### src/rtl/tfir_pkg.sv
// shared types, constants and saturation helpers for the transposed fir filter
`timescale 1ns / 1ps

package tfir_pkg;

   localparam int TAP_COUNT      = 4;
   localparam int DELAY_COUNT    = TAP_COUNT - 1;
   localparam int COEFF_WIDTH    = 32;
   localparam int SAMPLE_WIDTH   = 16;
   localparam int CSR_ADDR_WIDTH = 4;
   localparam int CSR_DATA_WIDTH = 32;

   localparam logic signed [33:0] SUM_MAX   = 34'sh0_7FFF_FFFF;
   localparam logic signed [33:0] SUM_MIN   = 34'sh3_8000_0000;
   localparam logic signed [31:0] Q31_MAX   = 32'sh7FFF_FFFF;
   localparam logic signed [31:0] Q31_MIN   = 32'sh8000_0000;
   localparam logic signed [33:0] ROUND_BIT = 34'sh0_0000_8000;

   typedef enum logic [1:0] {
      REG_COEFF_TAP0 = 2'd0,
      REG_COEFF_TAP1 = 2'd1,
      REG_COEFF_TAP2 = 2'd2,
      REG_COEFF_TAP3 = 2'd3
   } reg_index_type;

   typedef logic [COEFF_WIDTH-1:0] coeff_type;
   typedef coeff_type [TAP_COUNT-1:0] coeff_array_type;

   typedef struct packed {
      logic signed [31:0] product;
      logic               sat;
   } tap_result_type;

   function automatic logic signed [33:0] sext34(input logic signed [31:0] v);
      return $signed({{2{v[31]}}, v});
   endfunction

   function automatic logic signed [31:0] sat32(input logic signed [33:0] v);
      logic signed [31:0] r;
      if (v > SUM_MAX) begin
         r = Q31_MAX;
      end else if (v < SUM_MIN) begin
         r = Q31_MIN;
      end else begin
         r = v[31:0];
      end
      return r;
   endfunction

   function automatic logic ovf32(input logic signed [33:0] v);
      return (v > SUM_MAX) || (v < SUM_MIN);
   endfunction

endpackage

### src/rtl/tfir_tap.sv
// one tap product: split q31 coefficient times 16-bit sample, saturated to 32 bits
`timescale 1ns / 1ps

module tfir_tap
   import tfir_pkg::*;
(
   input  coeff_type                       coeff,
   input  logic signed [SAMPLE_WIDTH-1:0]  sample,
   output tap_result_type                  result
);

   logic signed [15:0] hi;
   logic signed [15:0] lo;
   logic signed [31:0] prod_hi;
   logic signed [31:0] prod_lo;
   logic               extreme;
   logic signed [33:0] acc;
   logic signed [33:0] lo_term;
   logic signed [33:0] total;

   assign hi      = $signed(coeff[31:16]);
   assign lo      = $signed({1'b0, coeff[15:1]});
   assign prod_hi = hi * sample;
   assign prod_lo = lo * sample;
   assign extreme = (hi == 16'sh8000) && (sample == 16'sh8000);

   // doubled high product, pinned to max when both operands are most negative
   assign acc     = extreme ? SUM_MAX : $signed({prod_hi[31], prod_hi, 1'b0});
   // floor of the low product over 2^15, doubled
   assign lo_term = $signed({{16{prod_lo[31]}}, prod_lo[31:15], 1'b0});
   assign total   = acc + lo_term;

   assign result.product = sat32(total);
   assign result.sat     = extreme || ovf32(total);

endmodule

### config.mk
export PLATFORM = sky130hd
export DESIGN_NAME = tfir_tap
export DESIGN_NICKNAME = d
export VERILOG_FILES = /design/src/rtl/tfir_pkg.sv /design/src/rtl/tfir_tap.sv
export SDC_FILE = /design/constraint.sdc
export NUM_CORES = 1
export LEC_CHECK = 0
export BUFFER_PORTS_ARGS = -buffer_cell sky130_fd_sc_hd__buf_2
export CELL_PAD_IN_SITES_DETAIL_PLACEMENT = 0
export CELL_PAD_IN_SITES_GLOBAL_PLACEMENT = 2
export CORE_MARGIN = 4
export CORE_UTILIZATION = 41
export DETAILED_ROUTE_END_ITERATION = 12
export PLACE_DENSITY_LB_ADDON = 0.1
export SLEW_MARGIN = 10
export SYNTH_ARGS = -nofsm -noshare
export SYNTH_HDL_FRONTEND = slang
export SYNTH_SLANG_ARGS = --single-unit
### constraint.sdc
create_clock -name vclk -period 21.5
set_clock_uncertainty 0.05 [all_clocks]
set_input_delay 5.375 -clock vclk [all_inputs]
set_output_delay 5.375 -clock vclk [all_outputs]
set_load 0.03 [all_outputs]
; Yosys cells after proc, flatten, opt, wreduce, memory -nomap -nowiden
; Cells that the tools add are included.
[word_totals]
register_bits = 0
inputBits = 48
[op_classes]
n_mul = 2
eq_ne = 2
reduce_logical = 3
mux = 3
add_sub_neg = 1
n_lt_le_gt_ge = 2
[ops]
columns = operator, count
row1 = $mul A16 B16 Y32, 2
row2 = $mux W32, 2
row3 = $add A34 B18 Y34, 1
row4 = $gt A34 B32 Y1 const B, 1
row5 = $lt A34 B32 Y1 const B, 1
row6 = $mux W34, 1
row7 = $eq A16 B16 Y1 const B, 2
row8 = $logic_or A1 B1 Y1, 2
row9 = $logic_and A1 B1 Y1, 1

; Depth between registers and ports, before layout
[logic_depth]
depth_word = 7
depth_mapped = 38
depth_no_buf = 34

; Worst setup path after synthesis
; No wires, ideal clock.
[synth_timing]
kind = input to output
startpoint = input sample[15]
endpoint = output result[24] (netlist bit)
cell_stages = 35
arrival_ps = 14139
path_slack_ps = 1936
required_time_ps = 16075
path_cell_list = inv_1 -> clkbuf_1 -> buf_1 -> nor2_1 -> fa_1 -> fa_1 -> fa_1 -> fa_1 -> fa_1 -> inv_1 -> fa_1 -> inv_1 -> ha_1 -> o211ai_1 -> or2_2 -> o21ai_0 -> o21bai_1 -> and2_1 -> a221oi_2 -> o211ai_1 -> a21oi_1 -> xnor2_1 -> ha_1 -> clkbuf_1 -> a21oi_1 -> o21ai_1 -> nor3_1 -> a21oi_1 -> a21oi_1 -> a21oi_1 -> nor2_1 -> mux2i_1 -> a211oi_2 -> buf_2 -> o21ai_0
[synth_lines]
columns = item, line_no
row1 = from (decl), tfir_tap.sv:8  ; input logic signed [SAMPLE_WIDTH-1:0] sample,
row2 = to (decl), tfir_tap.sv:9  ; output tap_result_type result

==> results.py <==
metrics = {
    "worst_hold_path": {
        "min_path_cells": 7,
        "holdPathEnd": "result[2]",
        "hp-class": "input port to output pin",
        "hold_start": "coeff[16]",
    },
    "timing": {
        "max_freq_ghz": 0.0482,
        "slew_headroom_pct": 39.5,
        "hold_viol_final": 0,
        "period_needed_ns": 20.74,
        "setup_viol": 0,
        "tightest_slew_ns": 0.907,
        "whs_ns": 11.83,
        "final_max_slew_viol_count": 0,
        "timing.final.ws_setup_ns": 0.762,
        "setup_tns_ns": 0,
        "finalCritPeriodShare_pct": 96.5,
        "rsz0062_at_grt": "false",
    },
    "place": {
        "post-place-ws_ns": 0.630,
        "hpwl_mm": 42.5,
        "portBuffers": 80,
        "gp_congestion": 0.834,
        "place_area_sq_mm": 0.0207,
    },
    "final_layout": {
        "nClkBuffers": 0,
        "drive_gt1_share_pct": 4.59,
        "nFlopsAndLatches": 0,
        "area.sequential_sq_um": 0,
        "fill_cells": 4992,
        "fin_nets": 3033,
        "syn_to_final_growth_pct": 4.55,
        "diodes": 0,
        "design_area_sq_mm": 0.0207,
    },
    "floorplan": {
        "ios": 81,
        "initial_core_util_pct": 41.5,
        "num_rows": 80,
        "die_y_um": 228,
        "core_area_sq_mm": 0.0476,
        "die_w_um": 228,
        "dieArea_sq_mm": 0.0518,
    },
    "synth": {
        "syn_avg_cell_area_sq_um": 8.55,
        "netlist_instances": 2312,
        "synth_cell_types": 64,
        "ys_seq_area_share_pct": 0,
        "syn_nets": 3034,
        "netlist_area_sq_mm": 0.0198,
        "synth_warnings": 0,
    },
    "worst_setup_path": {
        "start_kind": "input port",
        "crit_required_ns": 16.08,
        "slowest_delay_ns": 0.62,
        "end_kind": "output pin",
        "crit_path_frequent_cell": "fa_1",
        "path_max_fanout": 32,
        "critPathArrivalTime_ns": 15.31,
        "path_class": "input port to output pin",
        "cp_slowest_cell": "buf_2",
    },
    "flow_run": {
        "drv_cap": 0,
    },
    "clock_tree": {
        "postCtsSetupRepairBufs": 0,
        "cts_resized": 0,
        "cts.hold.buffers_added": 0,
    },
    "global_routing": {
        "antenna_found_initial": 2,
        "grtUsageTotal_pct": 21.0,
        "grt_max_degree": 33,
        "grt_pass1_vias": 15600,
        "grt_pass1_wl_mm": 86.5,
        "grt.overflow.total": 0,
    },
    "drt": {
        "dr.first_iter.drc_count": 609,
        "vias": 14900,
        "totalWireLength_mm": 52.5,
        "routed_via_density": 5.09,
        "drc": 0,
        "routedWlPerCell_um": 18.0,
        "ant_nets": 0,
        "first_pass_iters": 5,
    },
    "run_status": {
        "status": "complete, no violations",
    },
}
==> synthesized netlist by cell type (2+ instances only) <==
| library cell | instances | area (sq um) |
|---|---|---|
| a221oi_1 | 2 | 17.5 |
| clkbuf_2 | 2 | 10.0 |
| o41ai_1 | 3 | 26.3 |
| nor2b_1 | 9 | 56.3 |
| buf_1 | 2 | 7.51 |
| a21o_1 | 33 | 248 |
| nor3_1 | 18 | 90.1 |
| nor2_1 | 60 | 225 |
| o21ai_0 | 61 | 305 |
| xor2_1 | 28 | 245 |
| fa_1 | 442 | 8850 |
| o21ai_1 | 8 | 40.0 |
| a211oi_1 | 7 | 52.6 |
| a31oi_1 | 7 | 43.8 |
| nand3b_1 | 2 | 15.0 |
| or3_1 | 5 | 31.3 |
| ha_1 | 232 | 2900 |
| o211ai_1 | 9 | 67.6 |
| o21bai_1 | 7 | 52.6 |
| buf_2 | 4 | 20.0 |
| o31ai_1 | 5 | 37.5 |
| nand4_1 | 4 | 25.0 |
| nand2_1 | 287 | 1080 |
| nand2b_1 | 32 | 200 |
| xnor2_1 | 47 | 412 |
| or4_1 | 2 | 15.0 |
| inv_1 | 538 | 2020 |
| clkbuf_1 | 86 | 323 |
| a21oi_1 | 64 | 320 |
| and2_1 | 235 | 1470 |
| a211o_1 | 3 | 26.3 |
| and3_1 | 4 | 25.0 |
| or2_2 | 4 | 25.0 |
| o21a_1 | 10 | 75.1 |
| nand3_1 | 14 | 70.1 |
| nor4_1 | 8 | 50.1 |
==> worst max-delay path: cells and delay by family <==
kind            cells  cell delay [ns]
compound gates     17             4.10
fa+ha+maj           8             3.69
buf+inv             6             1.24
simple gates        3             0.72
xor+xnor            1             0.13
==> cells in the final DEF (no fill, tap or decap), types with 18 or more instances in the layout <==
| master | count |
|---|---|
| a21o_1 | 33 |
| a21oi_1 | 64 |
| and2_1 | 235 |
| buf_2 | 80 |
| fa_1 | 442 |
| ha_1 | 232 |
| inv_1 | 538 |
| nand2_1 | 287 |
| nand2b_1 | 32 |
| nor2_1 | 60 |
| nor3_1 | 18 |
| o21ai_0 | 61 |
| xnor2_1 | 47 |
| xor2_1 | 28 |
==> metrics by stage <==
stage                     util [%]  std cells
after floorplan                  -       2312
after global placement        43.4       2924
after detailed placement      43.4       2924
after CTS                     43.4       2924
after global routing          43.4       2924
final                         43.4       2924
==> area by class of cell <==
class	instances	area [sq um]	area share, %
Inverter	538	2020	9.78
Multi-Input combinational cell	1680	17400	84.2
Tap cell	615	769	3.73
Timing Repair Buffer	91	483	2.34
==> worst max-delay path by stage <==
stage	start	end	slack [ns]	cells after the start
after floorplan	sample[15]	result[24]	1.94	35
final	sample[1]	result[18]	0.76	35
after global routing	sample[2]	result[31]	0.02	35
after global placement	sample[1]	result[31]	0.72	35
after detailed placement	sample[1]	result[31]	0.63	35
after CTS	sample[1]	result[31]	0.61	35
==> layer usage <==
metal  share of wire, %  wire, um  GRT usage [%]  vias to the layer above
li1                   -         -              -                     6962
met1                 48     25100           31.6                     7650
met2                 48     25200           35.4                      245
met3                3.3      1740          0.980                       32
met4               0.83       436           1.60                        2
met5              0.013         7              0                        -
==> cell families (layout without fill, tap and decap cells) <==
group           after synthesis  in the layout  share of synthesized area (%)
xor+xnor                     75             75                           3.32
simple gates                691            691                           17.4
compound gates              238            238                           7.63
buf+inv                     632            629                           12.0
fa+ha+maj                   674            674                           59.5
mux                           2              2                          0.108
Power is left out: the tool's default activity adds up to more than one toggle a clock period on the data nets, which glitch-free logic cannot reach.
