### src/rtl/tfir_pkg.sv
// shared types, constants and saturation helpers for the transposed fir filter
`timescale 1ns / 1ps

package tfir_pkg;

   localparam int TAP_COUNT      = 4;
   localparam int DELAY_COUNT    = TAP_COUNT - 1;
   localparam int COEFF_WIDTH    = 32;
   localparam int SAMPLE_WIDTH   = 16;
   localparam int CSR_ADDR_WIDTH = 4;
   localparam int CSR_DATA_WIDTH = 32;

   localparam logic signed [33:0] SUM_MAX   = 34'sh0_7FFF_FFFF;
   localparam logic signed [33:0] SUM_MIN   = 34'sh3_8000_0000;
   localparam logic signed [31:0] Q31_MAX   = 32'sh7FFF_FFFF;
   localparam logic signed [31:0] Q31_MIN   = 32'sh8000_0000;
   localparam logic signed [33:0] ROUND_BIT = 34'sh0_0000_8000;

   typedef enum logic [1:0] {
      REG_COEFF_TAP0 = 2'd0,
      REG_COEFF_TAP1 = 2'd1,
      REG_COEFF_TAP2 = 2'd2,
      REG_COEFF_TAP3 = 2'd3
   } reg_index_type;

   typedef logic [COEFF_WIDTH-1:0] coeff_type;
   typedef coeff_type [TAP_COUNT-1:0] coeff_array_type;

   typedef struct packed {
      logic signed [31:0] product;
      logic               sat;
   } tap_result_type;

   function automatic logic signed [33:0] sext34(input logic signed [31:0] v);
      return $signed({{2{v[31]}}, v});
   endfunction

   function automatic logic signed [31:0] sat32(input logic signed [33:0] v);
      logic signed [31:0] r;
      if (v > SUM_MAX) begin
         r = Q31_MAX;
      end else if (v < SUM_MIN) begin
         r = Q31_MIN;
      end else begin
         r = v[31:0];
      end
      return r;
   endfunction

   function automatic logic ovf32(input logic signed [33:0] v);
      return (v > SUM_MAX) || (v < SUM_MIN);
   endfunction

endpackage

### src/rtl/tfir_csr.sv
// coefficient register file behind the apb-style configuration port
`timescale 1ns / 1ps

module tfir_csr
   import tfir_pkg::*;
(
   input  logic                      clock,
   input  logic                      reset,
   input  logic                      csr_psel,
   input  logic                      csr_penable,
   input  logic                      csr_pwrite,
   input  logic [CSR_ADDR_WIDTH-1:0] csr_paddr,
   input  logic [CSR_DATA_WIDTH-1:0] csr_pwdata,
   output logic [CSR_DATA_WIDTH-1:0] csr_prdata,
   output logic                      csr_pready,
   output coeff_array_type           coeff
);

   coeff_array_type coeff_ff;
   coeff_array_type coeff_in;
   reg_index_type   index;
   logic            wr_en;

   assign index      = reg_index_type'(csr_paddr[3:2]);
   assign wr_en      = csr_psel && csr_penable && csr_pwrite && csr_pready;
   assign csr_pready = 1'b1;
   assign coeff      = coeff_ff;

   always_comb begin
      coeff_in = coeff_ff;
      if (wr_en) begin
         unique case (index)
            REG_COEFF_TAP0: coeff_in[0] = csr_pwdata;
            REG_COEFF_TAP1: coeff_in[1] = csr_pwdata;
            REG_COEFF_TAP2: coeff_in[2] = csr_pwdata;
            REG_COEFF_TAP3: coeff_in[3] = csr_pwdata;
            default:        coeff_in    = coeff_ff;
         endcase
      end
   end

   always_comb begin
      unique case (index)
         REG_COEFF_TAP0: csr_prdata = coeff_ff[0];
         REG_COEFF_TAP1: csr_prdata = coeff_ff[1];
         REG_COEFF_TAP2: csr_prdata = coeff_ff[2];
         REG_COEFF_TAP3: csr_prdata = coeff_ff[3];
         default:        csr_prdata = '0;
      endcase
   end

   always_ff @(posedge clock) begin
      if (reset) begin
         coeff_ff <= '0;
      end else begin
         coeff_ff <= coeff_in;
      end
   end

endmodule

### config.mk
export PLATFORM = sky130hd
export DESIGN_NAME = tfir_csr
export DESIGN_NICKNAME = d
export VERILOG_FILES = /design/src/rtl/tfir_pkg.sv /design/src/rtl/tfir_csr.sv
export SDC_FILE = /design/constraint.sdc
export NUM_CORES = 1
export LEC_CHECK = 0
export BUFFER_PORTS_ARGS = -buffer_cell sky130_fd_sc_hd__buf_2
export CAP_MARGIN = 20
export CORE_UTILIZATION = 45
export CTS_CLUSTER_SIZE = 40
export DETAILED_ROUTE_END_ITERATION = 6
export PLACE_DENSITY = 0.7
export SLEW_MARGIN = 20
export SYNTH_ARGS = -nofsm -noshare
export SYNTH_HDL_FRONTEND = slang
export SYNTH_SLANG_ARGS = --single-unit
### constraint.sdc
create_clock -name clock -period 1.3 [get_ports clock]
set_clock_uncertainty 0.15 [all_clocks]
set_input_delay 0.065 -clock clock [delete_from_list [all_inputs] [get_ports clock]]
set_output_delay 0.065 -clock clock [all_outputs]
set_load 0.005 [all_outputs]
After elaboration in Yosys (flattened, before gate mapping)
Cells that the tools add are included.
{ "word_totals": {"wordCells": 15, "mem_count": 0, "latchBits": 0, "reg_bits": 128, "ram_bits": 0, "rom_bits": 0} }
{ "classes": {"shifts": 0, "magnitude_cmp": 0, "eq_ne": 3, "addsub": 0, "n_reduce_logical": 7, "n_div": 0, "bitwise": 0, "mul": 0, "mux": 1} }
{ "op_table": {"columns": ["cell", "n"], "rows": [
  ["$pmux 32 s4", 1],
  ["$reduce_and 2->1", 4],
  ["$eq 2x2->1 const B", 2],
  ["$eq 2x1->1 const B", 1],
  ["$logic_and 1x1->1", 2],
  ["$logic_not 2->1", 1]
]} }

Logic depth before layout (Yosys ltp)
{ "depth": {"word_depth": 3, "ltp_mapped": 5} }

Least setup slack after synthesis
Ideal clock, no wire load.
{ "synth_timing": {"path_kind": "in2out", "start": "in csr_paddr[3]", "end": "out csr_prdata[21]", "setup_slack_ps": 128, "stages": 3, "t_arrival_ps": 957, "path_buffers": 2, "path_cell_list": "buf_4 buf_4 mux4_2"} }
{ "synth_between": {"elab_chain_cells": 2, "word_cells_on_any_way": 5, "classes_between": "eq/ne (3); mux (1); reduce/logical (1)"} }
{ "synth_lines": {"columns": ["element", "line_no", "text"], "rows": [
  ["start, declared", "tfir_csr.sv:12", "input logic [CSR_ADDR_WIDTH-1:0] csr_paddr,"],
  ["$eq 2x2->1 (tied with other cells)", "tfir_csr.sv:43", "unique case (index)"],
  ["$pmux 32 s4 *", "tfir_csr.sv:43", null],
  ["end, declared", "tfir_csr.sv:14", "output logic [CSR_DATA_WIDTH-1:0] csr_prdata,"]
]} }
Mark *: on every way between the ends. The rest lies on a longest branch, timed or not.

Final worst setup path
{ "layout_timing": {"start": "reg coeff_ff, in the netlist coeff[127]", "end": "out csr_prdata[31]"} }
{ "layout_between": {"elab_chain_cells": 1} }
{ "layout_lines": {"columns": ["element", "line_no", "text"], "rows": [
  ["start, declared", "tfir_csr.sv:19", "coeff_array_type coeff_ff;"],
  ["start signal, assigned", "tfir_csr.sv:56", "coeff_ff <= coeff_in;"],
  ["$pmux 32 s4", "tfir_csr.sv:43", null]
]} }
Every way passes these cells.

==> summary.txt <==
Logic synthesis
  – Mean Syn Cell Area: between 10 and 15 µm²
  – Post-synth cell types: 16
  – Ys async rst share: 0
  – Mux share of post-synthesis cell area: 0.339
  – Synth Area in XOR/XNOR: 0
  – Dominant cell by count in the synthesized netlist: nand2b_1
  – Part of the Yosys area used for sequential elements: 0.434
  – Post-synthesis compound-gate area fraction: 0
  – Synth area leader: dfxtp_1
  – Post-Synth Simple-Gate Area: 0.182
  – Cell area after synthesis: about 6000 µm²
  – Ys flop type: dfxtp_1
  – Yosys Warn Count: 0
  – Post-synth top cells: nand2b_1 (160), dfxtp_1 (128), mux2i_1 (128)
  – Synth Area in Adders: 0
  – Yosys reg bits: between 100 and 150
  – Largest family of logic cells by synthesized area: multiplexers
  – Post-synth EDFFs: 0
  – Top cell type's share of synthesized area: 0.434
  – Top cells by area, synth: dfxtp_1 (43%), mux2i_1 (22%), nand2b_1 (17%), mux4_2 (12%), buf_4 (1.7%)
  – Syn_nets: 537
  – Cells after synthesis: 496

STA
  – Hold WS: between 0.1 and 0.15 ns
  – Period utilisation layout: 1.20
  – Setup WS post-layout: -0.264 ns
  – RSZ-0062 raised after global routing: yes
  – Clock period minus worst slack: 1.56 ns
  – Endpoints failing hold: 0
  – Top achievable clock speed: around 640 MHz
  – Final setup violation count: 32
  – Fin. max-slew vios: 0
  – Fin Setup TNS: -7.52 ns

Drt
  – DR pass1 iterations: 4
  – Wire per inst: between 15 and 20 µm
  – Initial DRC count: between 200 and 300
  – Routed vias/inst: between 5 and 6
  – Routed WL: 16500 µm
  – DRT antenna net count: 0
  – DRC viols: 0
  – Via count: 4938

Worst setup path
  – Worst R2R Path Depth: 4
  – CP max FO: 2
  – RR Endpoint: coeff[114]
  – Worst Setup Start Kind: flip-flop
  – CP Class: reg2out
  – Worst endpoint required time: 1.09 ns
  – Cell Chain, Critical Path: mux4_2, buf_6
  – Slowest stage cell, crit path: mux4_2
  – R2R Setup Slk: ~0.32 ns
  – CP bufs+invs: 1
  – CP max stage delay: 0.49 ns
  – Critical Path AT: about 1.4 ns
  – Reg-to-Reg Start: coeff[114]
  – CP top delay family: multiplexers
  – Crit. End Element: output port

Place
  – GPL Wtd Cong: 0.759
  – DP Worst Slack: -0.101 ns
  – IO buf count: 198
  – Detailed Place HPWL: ~10000 µm

Final layout
  – Antenna Cells: 0
  – Max reg flops: around 130
  – Final net count: approximately 840
  – Area Growth Syn to Fin: 49.2%
  – Share of cells above drive strength 1: 0.558
  – Post-Route Utilization: 0.692

Floorplan
  – Site Rows: between 40 and 50
  – Die area: about 14000 µm²
  – Initial Util: 0.464
  – IO Pins: between 200 and 250
  – Die H: between 100 and 150 µm
  – Chip Width: 117 µm
  – CORE AREA: between 10000 and 15000 µm²

Clock network
  – TritonCTS buffer count: 17
  – CTS H-tree depth: 4
  – CTS tree: yes
  – Worst skew pair latency: ~0.40 ns
  – Clk Tree Root Cell: clkbuf_16
  – Max Buffers Root-to-Sink: 2
  – Clk sinks: approximately 130
  – Clock transition at path regs: about 0.060 ns

Global routing
  – First-pass GRT wire length: roughly 25000 µm
  – Initial antenna violation count: 0
  – Total track usage: 0.247
  – Vias in the first global route: between 4000 and 5000
  – Grt ovf: 0
  – Largest net degree at the start of global routing: slightly above 60

Power and ir drop
  – VDD IR max: 752 µV
  – P_leak: 4.58 nW
  – Clock power share: 0.474
  – Sw Pwr: around 0.0021 W
  – Internal power component: 0.00705 W
  – PD cells: slightly above 1000 nW/µm²
  – Overall power: a little over 0.009 W
  – Switching power share of the total: 0.229
  – Logic pwr share: 0.087
  – Seq pwr share: 0.439

Flow run
  – Maxcap violations: 0

Status
  – Failing checks: negative setup slack
  – Status: complete, but fails checks

Min path
  – Hold_sp: csr_penable
  – Worst Hold End: coeff[55]
  – Worst hold path type: in2reg
  – Hold depth: 5
stage by stage:
step,area [µm²],instances
after floorplan,5900,496
after global placement,7270,862
after detailed placement,7270,862
after CTS,8680,984
after global routing,8810,987
final,8810,987
what timing repair did:
item | CTS | global route
buffers inserted | 57 | 2
resized for setup | 76 | 31
endpoints found under the setup margin | 32 | 128
gates cloned | 0 | 1
endpoints found under the hold margin | 128 | 0
hold buffers | 33 | 0
pin swaps | 0 | 0
tightest hold or removal path, delay by kind of cell:
family | cells | cell delay (ns)
simple gates | 2 | 0.17
mux | 1 | 0.12
buf+inv | 2 | 0.26
kinds of logic after synthesis:
kind of cell,after synthesis
AND/OR/NAND/NOR,168
multiplexers,160
flip-flops,128
buffers and inverters,39
other,1
cell usage in the layout, fill, tap and decap left out, types with 2 or more instances in the layout:
master and count:
dlygate4sd3_1 33, clkinvlp_4 3, dfxtp_2 86, nand3_2 2
buf_4 77, mux2i_1 128, clkbuf_8 4, dfxtp_1 42
clkinv_2 6, buf_12 12, nand2b_2 8, buf_6 9
nand2b_1 152, clkbuf_16 18, mux4_2 32, buf_2 193
worst max-delay path by stage:
stage,start,endpoint,slack (ns),depth (start not counted)
6_report,coeff[127],csr_prdata[31],-0.26,2
4_1_cts,coeff[109],csr_prdata[13],-0.27,2
3_5_place_dp,csr_paddr[3],csr_prdata[7],-0.10,4
2_1_floorplan,csr_paddr[3],csr_prdata[21],0.13,3
3_3_place_gp,csr_paddr[2],csr_prdata[31],-0.08,4
5_1_grt,coeff[127],csr_prdata[31],-0.32,2
layer usage:
metal | track usage | part of all wire | wire, µm | vias to the layer above
li1 | - | - | - | 2323
met1 | 0.294 | 0.43 | 7030 | 2425
met2 | 0.428 | 0.50 | 8310 | 176
met3 | 0.0638 | 0.059 | 971 | 14
met4 | 0.0863 | 0.011 | 189 | 0
met5 | 0 | 0 | 0 | -
cell type report:
class,instances,area (µm²)
flip-flops and latches,128,2670
clock buffers,22,484
fillers,966,3920
clock inverters,10,61.3
multi-input cells,329,3110
well taps,172,215
repair buffers,326,2270
power groups by stage:
stage / clock network (W) / registers (W) / logic, W
after floorplan: 0 / 0.00410 / 0.000392
after global placement: 0 / 0.00410 / 0.000632
after detailed placement: 0 / 0.00410 / 0.000645
after CTS: 0.00441 / 0.00401 / 0.000766
after global routing: 0.00462 / 0.00402 / 0.000857
final: 0.00434 / 0.00401 / 0.000799
Power figures use the tool's default switching activity.
